===== config.mk =====
export PLATFORM = sky130hd
export DESIGN_NAME = shell_sort_descending_flat
export DESIGN_NICKNAME = d
export VERILOG_FILES = /design/src/ssd_pkg.sv /design/src/ssd_stream_if.sv /design/src/ssd_ram.sv /design/src/ssd_seq.sv /design/src/shell_sort_descending.sv /design/src/flat_wrapper.sv
export SDC_FILE = /design/constraint.sdc
export NUM_CORES = 2
export LEC_CHECK = 0
export BUFFER_PORTS_ARGS = -buffer_cell sky130_fd_sc_hd__buf_2
export CORE_ASPECT_RATIO = 2
export CORE_MARGIN = 1
export CORE_UTILIZATION = 36
export DETAILED_ROUTE_END_ITERATION = 12
export GPL_TIMING_DRIVEN = 0
export SYNTH_ARGS = -nofsm -noshare
export SYNTH_HDL_FRONTEND = slang
export SYNTH_SLANG_ARGS = --single-unit

===== constraint.sdc =====
create_clock -name clk -period 7.95 [get_ports clk]
set_input_delay 0.3975 -clock clk [delete_from_list [all_inputs] [get_ports clk]]
set_output_delay 0.3975 -clock clk [all_outputs]
set_load 0.01 [all_outputs]

===== src/ssd_pkg.sv =====
// Shared types and constants for the descending Shell sort block.
// No dependencies; compiled before every other file of the block.
`timescale 1ns / 1ps

package ssd_pkg;

	// divide by three for small values: (x * 43) >> 7 is exact below 128
	localparam int DIV3_MUL   = 43;
	localparam int DIV3_SHIFT = 7;

	// result hand-over from the sequencer to the output register
	typedef struct packed {
		logic load;
		logic final_flag;
		logic dropped;
	} ssd_emit_t;

endpackage


===== src/ssd_stream_if.sv =====
// Valid/ready channels of the descending Shell sort block: input items and results.
// No dependencies.
`timescale 1ns / 1ps

interface ssd_in_if #(parameter int DATA_WIDTH = 32);
	logic                         valid;
	logic                         ready;
	logic signed [DATA_WIDTH-1:0] value;
	logic                         is_last;

	modport source (output valid, value, is_last, input ready);
	modport sink   (input valid, value, is_last, output ready);
endinterface

interface ssd_out_if #(parameter int DATA_WIDTH = 32);
	logic                         valid;
	logic                         ready;
	logic signed [DATA_WIDTH-1:0] sorted_value;
	logic                         final_flag;
	logic                         dropped;

	modport source (output valid, sorted_value, final_flag, dropped, input ready);
	modport sink   (input valid, sorted_value, final_flag, dropped, output ready);
endinterface


===== src/ssd_ram.sv =====
// Generic single-port-write, single-port-read RAM with registered read data.
// No dependencies.
`timescale 1ns / 1ps

module ssd_ram #(
	parameter int WIDTH = 32,
	parameter int DEPTH = 64
) (
	input  logic                     clk,
	input  logic                     we,
	input  logic [$clog2(DEPTH)-1:0] waddr,
	input  logic [WIDTH-1:0]         wdata,
	input  logic [$clog2(DEPTH)-1:0] raddr,
	output logic [WIDTH-1:0]         rdata
);

	logic [WIDTH-1:0] mem_q [DEPTH];

	// write port
	always_ff @(posedge clk) begin
		if (we) begin
			mem_q[waddr] <= wdata;
		end
	end

	// registered read port
	always_ff @(posedge clk) begin
		rdata <= mem_q[raddr];
	end

endmodule


===== src/ssd_seq.sv =====
// Sequencer of the descending Shell sort: loads items into the element RAM,
// runs the gap-insertion passes in place and reads the results back out.
// Depends on ssd_pkg, ssd_stream_if and ssd_ram.
`timescale 1ns / 1ps

module ssd_seq #(
	parameter int MAX_ITEMS  = 64,
	parameter int DATA_WIDTH = 32
) (
	input  logic                          clk,
	input  logic                          arst_n,
	ssd_in_if.sink                        items,
	input  logic                          out_free,
	output ssd_pkg::ssd_emit_t            emit,
	output logic signed [DATA_WIDTH-1:0]  emit_value
);

	localparam int CW = $clog2(MAX_ITEMS + 1);
	localparam int AW = $clog2(MAX_ITEMS);

	typedef enum logic [2:0] {
		S_LOAD, S_GAP, S_ROW, S_CUR, S_CMP, S_PUT, S_ERD, S_EWAIT
	} state_t;

	state_t                        state_q;
	logic [CW-1:0]                 count_q;
	logic [CW-1:0]                 gap_q;
	logic [CW-1:0]                 i_q;
	logic [CW-1:0]                 pos_q;
	logic [CW-1:0]                 k_q;
	logic signed [DATA_WIDTH-1:0]  cur_q;
	logic                          ovf_q;

	logic                          ram_we;
	logic [AW-1:0]                 ram_waddr;
	logic [DATA_WIDTH-1:0]         ram_wdata;
	logic [AW-1:0]                 ram_raddr;
	logic [DATA_WIDTH-1:0]         ram_rdata;

	logic                          accept;
	logic                          has_room;
	logic [CW-1:0]                 n_new;
	logic [CW:0]                   row_idx;
	logic                          row_ok;
	logic [CW-1:0]                 pos_dn;
	logic [CW-1:0]                 pos_dn2;
	logic                          shift;
	logic                          more;
	logic [CW+7:0]                 gap_prod;
	logic [CW-1:0]                 gap_nxt;
	logic                          is_final;

	ssd_ram #(
		.WIDTH (DATA_WIDTH),
		.DEPTH (MAX_ITEMS)
	) u_ram (
		.clk   (clk),
		.we    (ram_we),
		.waddr (ram_waddr),
		.wdata (ram_wdata),
		.raddr (ram_raddr),
		.rdata (ram_rdata)
	);

	// handshake and load bookkeeping
	assign items.ready = (state_q == S_LOAD);
	assign accept      = items.valid && items.ready;
	assign has_room    = (count_q != CW'(MAX_ITEMS));
	assign n_new       = has_room ? (count_q + CW'(1)) : count_q;

	// next gap: gap / 3 + 1
	assign gap_prod = (CW+8)'(gap_q) * (CW+8)'(ssd_pkg::DIV3_MUL);
	assign gap_nxt  = CW'(gap_prod >> ssd_pkg::DIV3_SHIFT) + CW'(1);

	// insertion step arithmetic
	assign row_idx = {1'b0, i_q} + {1'b0, gap_q};
	assign row_ok  = (row_idx < {1'b0, count_q});
	assign pos_dn  = pos_q - gap_q;
	assign pos_dn2 = pos_dn - gap_q;
	assign shift   = ($signed(ram_rdata) < cur_q);
	assign more    = (pos_dn >= gap_q);

	assign is_final = (k_q == (count_q - CW'(1)));

	// RAM access per state
	always_comb begin
		ram_we    = 1'b0;
		ram_waddr = count_q[AW-1:0];
		ram_wdata = items.value;
		ram_raddr = k_q[AW-1:0];
		case (state_q)
			S_LOAD: begin
				ram_we = accept && has_room;
			end
			S_ROW: begin
				ram_raddr = row_idx[AW-1:0];
			end
			S_CUR: begin
				ram_raddr = pos_dn[AW-1:0];
			end
			S_CMP: begin
				ram_we    = 1'b1;
				ram_waddr = pos_q[AW-1:0];
				ram_wdata = shift ? ram_rdata : cur_q;
				ram_raddr = pos_dn2[AW-1:0];
			end
			S_PUT: begin
				ram_we    = 1'b1;
				ram_waddr = pos_q[AW-1:0];
				ram_wdata = cur_q;
			end
			default: begin
			end
		endcase
	end

	// result hand-over
	assign emit.load       = (state_q == S_EWAIT);
	assign emit.final_flag = is_final;
	assign emit.dropped    = ovf_q;
	assign emit_value      = $signed(ram_rdata);

	// sequencer state
	always_ff @(posedge clk or negedge arst_n) begin
		if (!arst_n) begin
			state_q <= S_LOAD;
			count_q <= '0;
			gap_q   <= '0;
			i_q     <= '0;
			pos_q   <= '0;
			k_q     <= '0;
			ovf_q   <= 1'b0;
		end else begin
			case (state_q)
				S_LOAD: begin
					if (accept) begin
						if (has_room) begin
							count_q <= count_q + CW'(1);
						end else begin
							ovf_q <= 1'b1;
						end
						if (items.is_last) begin
							gap_q   <= n_new;
							state_q <= S_GAP;
						end
					end
				end
				S_GAP: begin
					if (gap_q > CW'(1)) begin
						gap_q   <= gap_nxt;
						i_q     <= '0;
						state_q <= S_ROW;
					end else begin
						k_q     <= '0;
						state_q <= S_ERD;
					end
				end
				S_ROW: begin
					if (row_ok) begin
						pos_q   <= row_idx[CW-1:0];
						state_q <= S_CUR;
					end else begin
						state_q <= S_GAP;
					end
				end
				S_CUR: begin
					state_q <= S_CMP;
				end
				S_CMP: begin
					if (shift) begin
						pos_q <= pos_dn;
						if (!more) begin
							state_q <= S_PUT;
						end
					end else begin
						i_q     <= i_q + CW'(1);
						state_q <= S_ROW;
					end
				end
				S_PUT: begin
					i_q     <= i_q + CW'(1);
					state_q <= S_ROW;
				end
				S_ERD: begin
					if (out_free) begin
						state_q <= S_EWAIT;
					end
				end
				S_EWAIT: begin
					if (is_final) begin
						count_q <= '0;
						ovf_q   <= 1'b0;
						state_q <= S_LOAD;
					end else begin
						k_q     <= k_q + CW'(1);
						state_q <= S_ERD;
					end
				end
				default: begin
					state_q <= S_LOAD;
				end
			endcase
		end
	end

	// current element picked up from the row read
	always_ff @(posedge clk) begin
		if (state_q == S_CUR) begin
			cur_q <= $signed(ram_rdata);
		end
	end

	// checks
	a_count_bound: assert property (@(posedge clk) disable iff (!arst_n)
		count_q <= CW'(MAX_ITEMS))
		else $error("element count beyond capacity");

	a_hole_above_gap: assert property (@(posedge clk) disable iff (!arst_n)
		(state_q == S_CMP) |-> (pos_q >= gap_q))
		else $error("compare with hole below the gap");

	a_gap_nonzero: assert property (@(posedge clk) disable iff (!arst_n)
		(state_q == S_ROW || state_q == S_CUR || state_q == S_CMP || state_q == S_PUT)
		|-> (gap_q != '0))
		else $error("sort pass with zero gap");

	a_emit_in_range: assert property (@(posedge clk) disable iff (!arst_n)
		(state_q == S_EWAIT) |-> (k_q < count_q))
		else $error("emit index beyond stored count");

endmodule


===== src/shell_sort_descending.sv =====
// Descending Shell sort. While loading, items (signed value, is_last) are written one per
// cycle into an element RAM of MAX_ITEMS entries; items beyond capacity are discarded and
// every result of that set then carries dropped. On the item marked last the set is sorted
// in place (gap from the count, then gap/3+1 per pass down to a pass with gap 1) and the
// values come out largest first, final_flag on the last. Each insertion reads its row
// element, shifts each smaller element below it up by the gap and writes it into the
// hole; each pass also has its gap update and the row check that ends it, and one more
// gap check precedes the output. Each result is read from the RAM, then loaded into the
// output register once that register is empty or being taken; this pacing is set by the
// single RAM read port with its registered read data. The last result waits in an output
// register while the next set loads. Depends on ssd_pkg, ssd_stream_if and ssd_seq.
`timescale 1ns / 1ps

module shell_sort_descending #(
	parameter int MAX_ITEMS  = 64,
	parameter int DATA_WIDTH = 32
) (
	input  logic       clk,
	input  logic       arst_n,
	ssd_in_if.sink     items,
	ssd_out_if.source  results
);

	ssd_pkg::ssd_emit_t            emit;
	logic signed [DATA_WIDTH-1:0]  emit_value;
	logic                          out_free;

	logic                          out_valid_q;
	logic signed [DATA_WIDTH-1:0]  out_value_q;
	logic                          out_final_q;
	logic                          out_dropped_q;

	ssd_seq #(
		.MAX_ITEMS  (MAX_ITEMS),
		.DATA_WIDTH (DATA_WIDTH)
	) u_seq (
		.clk        (clk),
		.arst_n     (arst_n),
		.items      (items),
		.out_free   (out_free),
		.emit       (emit),
		.emit_value (emit_value)
	);

	// output register is free once empty or being taken
	assign out_free = !out_valid_q || results.ready;

	// output valid
	always_ff @(posedge clk or negedge arst_n) begin
		if (!arst_n) begin
			out_valid_q <= 1'b0;
		end else if (emit.load) begin
			out_valid_q <= 1'b1;
		end else if (results.ready) begin
			out_valid_q <= 1'b0;
		end
	end

	// output payload
	always_ff @(posedge clk) begin
		if (emit.load) begin
			out_value_q   <= emit_value;
			out_final_q   <= emit.final_flag;
			out_dropped_q <= emit.dropped;
		end
	end

	assign results.valid        = out_valid_q;
	assign results.sorted_value = out_value_q;
	assign results.final_flag   = out_final_q;
	assign results.dropped      = out_dropped_q;

	// checks
	a_no_overwrite: assert property (@(posedge clk) disable iff (!arst_n)
		emit.load |-> !out_valid_q)
		else $error("result loaded over a pending item");

endmodule

===== src/flat_wrapper.sv =====
// flat-port wrapper written by rule: the top's interface ports become plain ports
module shell_sort_descending_flat 
#(
	parameter int MAX_ITEMS  = 64,
	parameter int DATA_WIDTH = 32
)
  (clk, arst_n, items_valid, items_value, items_is_last, items_ready, results_valid, results_sorted_value, results_final_flag, results_dropped, results_ready);
  ssd_in_if #(.DATA_WIDTH(DATA_WIDTH)) items_i ();
  ssd_out_if #(.DATA_WIDTH(DATA_WIDTH)) results_i ();
  input  logic clk;
  input  logic arst_n;
  input wire logic [$bits(items_i.valid)-1:0] items_valid;
  input wire logic [$bits(items_i.value)-1:0] items_value;
  input wire logic [$bits(items_i.is_last)-1:0] items_is_last;
  output wire logic [$bits(items_i.ready)-1:0] items_ready;
  output wire logic [$bits(results_i.valid)-1:0] results_valid;
  output wire logic [$bits(results_i.sorted_value)-1:0] results_sorted_value;
  output wire logic [$bits(results_i.final_flag)-1:0] results_final_flag;
  output wire logic [$bits(results_i.dropped)-1:0] results_dropped;
  input wire logic [$bits(results_i.ready)-1:0] results_ready;
  assign items_i.valid = items_valid;
  assign items_i.value = items_value;
  assign items_i.is_last = items_is_last;
  assign items_ready = items_i.ready;
  assign results_valid = results_i.valid;
  assign results_sorted_value = results_i.sorted_value;
  assign results_final_flag = results_i.final_flag;
  assign results_dropped = results_i.dropped;
  assign results_i.ready = results_ready;
  shell_sort_descending #(.MAX_ITEMS(MAX_ITEMS), .DATA_WIDTH(DATA_WIDTH)) u_core (.clk(clk), .arst_n(arst_n), .items(items_i), .results(results_i));
endmodule

After elaboration in Yosys (flattened, before gate mapping)
Memories as Yosys holds them, arrays and structs flattened. A register that Yosys moved wholly into a read port is not among the register bits.
Index checks and enable logic that the tools add are counted.
Widths: inputs -> output; s select.
{"block": "word_totals", "ff_bits": 106, "ram_bits": 2048, "in_bits": 37, "output_inout_bits": 36, "word_cells": 105, "memories": 1}
{"block": "op_classes", "addsub": 8, "n_mul": 1, "order_cmp": 4, "n_eq_ne": 21, "muxes": 39, "reduce_logical": 19}
{"name": "u_core.u_seq.u_ram.mem_q", "depth": 64, "word_bits": 32, "rd": 1, "rd_ports_with_merged_regs": 1, "wr": 1, "line_no": "ssd_ram.sv:17", "source": "logic [WIDTH-1:0] mem_q [DEPTH];"}
{"cell": "$mux 7", "count": 12}
{"cell": "$pmux 32 s2", "count": 1}
{"cell": "$pmux 7 s2", "count": 4}
{"cell": "$lt 32x32->1", "count": 1}
{"cell": "$mux 32", "count": 1}
{"cell": "$pmux 3 s8", "count": 1}
{"cell": "$add 7x1->7 const B", "count": 3}
{"cell": "$mux 3", "count": 7}
{"cell": "$pmux 7 s3", "count": 1}
{"cell": "$ne 2x2->1 const B", "count": 9}
{"cell": "$pmux 6 s3", "count": 1}
{"cell": "$mul 7x6->13 const B", "count": 1}
{"cell": "$eq 3x3->1 const B", "count": 4}
{"cell": "$reduce_and 3->1", "count": 4}
{"cell": "$reduce_and 4->1", "count": 3}
{"cell": "$reduce_bool 2->1", "count": 5}
{"cell": "$add 7x7->8", "count": 1}
{"cell": "$lt 8x7->1", "count": 1}
{"cell": "$add 6x1->7 const B", "count": 1}
{"cell": "$eq 7x7->1", "count": 1}
{"cell": "$ge 7x7->1", "count": 1}
{"cell": "$gt 7x1->1 const B", "count": 1}
{"cell": "$mux 1", "count": 7}
{"cell": "$ne 7x7->1 const B", "count": 1}
{"cell": "other kinds (16)", "count": 20}

Logic depth before layout (Yosys ltp)
{"block": "depth", "word_depth": 6, "depth_mapped": 17}

Modules after synthesis
A second synthesis with hierarchy kept.
{"block": "hier_totals", "cells_unflattened": 4230, "area_unflattened_um2": 86784.5}
{"module": "ssd_ram", "n_inst": 1, "cells_per_inst": 3324, "area_per_inst_um2": 78515.3, "seq_area_each_um2": 62139.6}
{"module": "ssd_seq", "n_inst": 1, "cells_per_inst": 869, "area_per_inst_um2": 7200.7, "seq_area_each_um2": 1936.9}
{"module": "shell_sort_descending", "n_inst": 1, "cells_per_inst": 37, "area_per_inst_um2": 1068.5, "seq_area_each_um2": 1046.0}

Worst setup path after synthesis
Ideal clock, no wire load.
{"block": "synth_path", "kind": "reg-to-reg", "startpoint": "register u_core.u_seq.cur_q[31]", "endpoint": "memory u_core.u_seq.u_ram.mem_q[0][0], data pin", "setup_time_ns": 0.702, "t_arrival_ns": 5.033, "setup_slack_ns": 2.216, "stages_incl_launch_ff": 12, "path_buffers": 1, "cell_sequence": "edfxtp_1 -> inv_1 -> ha_1 -> nand4_1 -> nor4_1 -> a22oi_1 -> or4b_2 -> o21a_1 -> nor3_2 -> buf_4 -> mux2i_1 -> o21ai_0"}
{"block": "synth_via", "elab_chain_len": 3}
{"item": "start: declaration", "line_no": "ssd_seq.sv:31", "source": "logic signed [DATA_WIDTH-1:0] cur_q;"}
{"item": "start signal: assignment", "line_no": "ssd_seq.sv:209", "source": "cur_q <= $signed(ram_rdata);"}
{"item": "$lt 32x32->1", "line_no": "ssd_seq.sv:80", "source": "assign shift = ($signed(ram_rdata) < cur_q);"}
{"item": "$mux 32", "line_no": "ssd_seq.sv:104", "source": "ram_wdata = shift ? ram_rdata : cur_q;"}
{"item": "$pmux 32 s2", "line_no": "ssd_seq.sv:91", "source": "case (state_q)"}
{"item": "net u_core.u_seq.ram_wdata[0]", "line_no": "ssd_seq.sv:36", "source": "logic [DATA_WIDTH-1:0] ram_wdata;"}
{"item": "end: declaration", "line_no": "ssd_ram.sv:17"}
The timed path passes the listed nets, and every way through them passes these cells.

Worst setup path in the final report
{"block": "layout_path", "startpoint": "register u_core.u_seq.gap_q[0]", "endpoint": "register u_core.u_seq.u_ram.rdata[19] (read register of u_core.u_seq.u_ram.mem_q)"}
{"block": "layout_via", "elab_chain_len": 3}
{"item": "start: declaration", "line_no": "ssd_seq.sv:27", "source": "logic [CW-1:0] gap_q;"}
{"item": "start signal: assignment", "line_no": "ssd_seq.sv:143", "source": "gap_q <= n_new;"}
{"item": "start signal: assignment", "line_no": "ssd_seq.sv:150", "source": "gap_q <= gap_nxt;"}
{"item": "$sub 7x7->7", "line_no": "ssd_seq.sv:78", "source": "assign pos_dn = pos_q - gap_q;"}
{"item": "$sub 6x6->6", "line_no": "ssd_seq.sv:79", "source": "assign pos_dn2 = pos_dn - gap_q;"}
{"item": "$pmux 6 s3 (*)", "line_no": "ssd_seq.sv:91"}
{"item": "end: declaration", "line_no": "ssd_ram.sv:14", "source": "output logic [WIDTH-1:0] rdata"}
Every way passes the cells marked *; elsewhere a longest branch is shown, timed or not.
A chain may end at the register's enable or synchronous reset.

==> results.py <==
metrics = {
    "die": {
        "start_util_pct": 36.3,
        "die_area_sq_um": 246000,
        "ios": 73,
        "num_rows": 255,
        "die_width_um": 351,
        "core-area_sq_um": 242000,
        "die_span_in_y_um": 700,
    },
    "yosys": {
        "synthesized_area_per_cell_sq_um": 12.8,
        "netlist_instances": 6874,
        "synth_sequential_area_ratio_pct": 74.3,
        "ys.flop_type": "sky130_fd_sc_hd__edfxtp_1",
        "yosysWarnings": 0,
        "synthArstFlopShare_pct": 1.83,
        "synth-edff-count": 2114,
        "synth.ff_latch_count": 2186,
        "number_of_nets_produced_by_synthesis": 7018,
        "number_of_distinct_library_cells_after_synthesis": 76,
        "cell_area_synth_sq_um": 87700,
    },
    "routing": {
        "detail_route.wl_per_cell_um": 28.6,
        "postRouteWirelength_um": 308000,
        "drt_pre_antenna_iters": 7,
        "route.vias.total": 59656,
        "initial_drt_markers": 7167,
        "ant_nets": 0,
        "avgViaCountPerCell": 5.55,
        "drc_violation_count_after_routing": 0,
    },
    "final_layout": {
        "most-common-layout-cells": "2151 x sky130_fd_sc_hd__nand2_1, 2114 x sky130_fd_sc_hd__edfxtp_1, 1056 x sky130_fd_sc_hd__nand3_1",
        "nets": 7422,
        "drive_above_1_share_pct": 9.87,
        "final_util_pct": 42.2,
        "syn2layout_area_growth_pct": 16.2,
        "stdcell_area_sq_um": 102000,
        "final_common_cell": "sky130_fd_sc_hd__nand2_1",
        "finish.cell_count_without_fillers": 10750,
    },
    "timing": {
        "worst-slew-pin-transition_ns": 1.90,
        "min_period_over_period_pct": 96.2,
        "finalSetupTns_ns": 0,
        "finalMaxSlewViolations": 68,
        "hold_violations": 0,
        "max-slew-margin-rel_pct": -26.8,
        "clock.fmax_mhz": 131,
        "finalCriticalPeriod_ns": 7.65,
        "setup_repair_after_global_routing_missed_its_margin": "false",
        "finalClockSkew_ns": 0.0709,
        "setup_viol": 0,
    },
    "clocking": {
        "tritoncts.num_buffers": 192,
        "postCtsResizedCells": 0,
        "cts-htree-levels": 4,
        "clock_insertion_delay_worst_skew_ns": 0.90,
        "cts_tree": "built",
        "cts.sinks": 2186,
        "cts-hold-fix-buffers": 5,
        "number_of_buffers_inserted_to_repair_setup_after_cts": 0,
        "ctsLongestPathBuffers": 4,
        "root_buffer": "sky130_fd_sc_hd__clkbuf_16",
        "worst_setup_hold_path_clk_slew_ns": 0.07,
    },
    "grt": {
        "grt_use_total_pct": 24.7,
        "antenna_violations_before_repair": 59,
        "number_of_global_route_vias_before_repair": 57502,
        "grt_first_pass_wirelength_um": 426000,
        "grt_start_max_net_pins": 42,
        "globalRouteOverflowTotal": 0,
    },
    "critical_path": {
        "rr_startpoint": "u_core.u_seq.gap_q[0]$_DFFE_PN0P_",
        "crit_path_start": "u_core.u_seq.gap_q[0]$_DFFE_PN0P_",
        "cp-end-kind": "flip-flop",
        "required_ns": 8.69,
        "cp-start-kind": "flip-flop",
        "critPathMaxFanout": 10,
        "critical_path_class": "flip-flop to flip-flop",
        "crit_arrival_ns": 8.39,
    },
    "placed_design": {
        "place_inst": 10290,
        "placement.io_buffers": 72,
        "gp_weighted_congestion": 1.05,
        "place.detailed.hpwl_um": 222000,
        "cell_area_after_placement_sq_um": 95600,
    },
    "flow_run": {
        "drv.max_cap_violation_count": 7,
    },
    "min_path": {
        "hold_start": "items_value[22]",
        "hold_path_class": "input port to flip-flop",
    },
    "outcome": {
        "violations": "max-capacitance violations, max-slew violations",
        "outcome": "complete, but fails checks",
    },
}
==> Yosys cell counts (all sizes together) (3+ instances only) <==
library cell / number / area (sq um)
clkbuf: 216 / 815
o21a: 9 / 67.6
o21ai: 71 / 355
buf: 178 / 857
a311oi: 3 / 32.5
nor2b: 7 / 43.8
nand4: 269 / 1680
dfrtp: 40 / 1000
ha: 98 / 1230
a21o: 13 / 97.6
clkinv: 3 / 11.3
o211ai: 8 / 60.1
or4: 33 / 251
nand2: 2151 / 8070
nor4: 6 / 37.5
dfxtp: 32 / 641
a31oi: 5 / 31.3
o22ai: 129 / 807
or2: 4 / 25.0
edfxtp: 2114 / 63500
xnor2: 28 / 245
nand3b: 4 / 30.0
mux2i: 41 / 410
a211oi: 3 / 22.5
nor3: 15 / 80.1
o31ai: 9 / 67.6
nor2: 106 / 400
a21oi: 40 / 200
mux2: 9 / 101
xor2: 16 / 140
fa: 9 / 180
and3: 10 / 62.6
nand3: 1060 / 5330
inv: 78 / 293
and2: 3 / 18.8
a221oi: 3 / 26.3
nand2b: 12 / 75.1
nor3b: 5 / 48.8
==> kinds of logic (layout without fill, tap and decap cells) <==
group	after synthesis	in the layout	synth area share (%)
compound gates	320	320	2.31
flops	2186	2186	74.3
simple gates	3691	3691	18.5
other cells	0	110	0
xor+xnor	45	45	0.467
buf+inv	475	1029	2.25
mux	50	50	0.584
fa+ha+maj	107	107	1.60
==> state kept, by name, indices dropped and copies added, names as in the netlist, 7 cells and up <==
name	cells
u_core.u_seq.cur_q	32
u_core.u_seq.pos_q	7
u_core.u_seq.u_ram.mem_q	2048
u_core.u_seq.gap_q	7
u_core.results.sorted_value	32
u_core.u_seq.u_ram.rdata	32
u_core.u_seq.i_q	7
u_core.u_seq.count_q	7
u_core.u_seq.k_q	7
==> critical path: stages (launching register included) <==
cell                      delay, ns
sky130_fd_sc_hd__dfrtp_1       0.70
sky130_fd_sc_hd__ha_1          0.32
sky130_fd_sc_hd__inv_1         0.07
sky130_fd_sc_hd__fa_1          0.40
sky130_fd_sc_hd__a21o_1        0.18
sky130_fd_sc_hd__a21oi_1       0.25
sky130_fd_sc_hd__xnor2_1       0.24
sky130_fd_sc_hd__ha_1          0.41
sky130_fd_sc_hd__nand2_1       0.06
sky130_fd_sc_hd__o21ai_0       0.68
sky130_fd_sc_hd__mux2i_1       0.23
sky130_fd_sc_hd__nor4_1        0.93
sky130_fd_sc_hd__nand3_1       0.85
sky130_fd_sc_hd__buf_2         0.47
sky130_fd_sc_hd__o22ai_1       1.23
sky130_fd_sc_hd__or4_1         0.44
==> worst paths after layout <==
kind	end	cells past startpoint	slack, ns
max reg2reg	u_core.u_seq.u_ram.rdata[19]$_DFF_P_	15	0.30
max	u_core.u_seq.u_ram.rdata[19]$_DFF_P_	15	0.30
max in group asynchronous	u_core.u_seq.k_q[0]$_DFFE_PN0P_	2	7.04
min in group asynchronous	u_core.u_seq.i_q[6]$_DFFE_PN0P_	2	0.27
min	u_core.u_seq.u_ram.mem_q[1][22]$_DFFE_PP_	3	0.04
min reg2reg	u_core.results.dropped$_DFFE_PP_	0	0.49
==> area by class of cell <==
class,count,area [sq um]
diodes,110,275
plain buffers,394,1680
clock buffers,233,5110
clock inverters,111,802
fillers,22099,140000
inverters,81,304
multi-input cells,4213,21400
flip-flops and latches,2186,65100
well taps,3212,4020
repair buffers,210,3150
==> stage by stage <==
| stage | hold slack [ns] | worst slack (ns) |
|---|---|---|
| 2_1_floorplan | 0.102 | 2.22 |
| 3_3_place_gp | 0.474 | -6.23 |
| 3_5_place_dp | 0.483 | 0.947 |
| 4_1_cts | 0.0106 | 0.888 |
| 5_1_grt | 0.0464 | 0.456 |
| 6_report | 0.0368 | 0.300 |
==> routing by layer <==
layer / vias to the layer above / global-route usage [%] / wire [um]
li1: 25903 / - / -
met1: 29857 / 25.8 / 100000
met2: 3038 / 42.3 / 154000
met3: 838 / 4.57 / 23400
met4: 20 / 21.3 / 30500
met5: - / 0 / 122
Power is not shown: default switching activity piles up to over one toggle a cycle in this logic, so the estimate is an artifact.
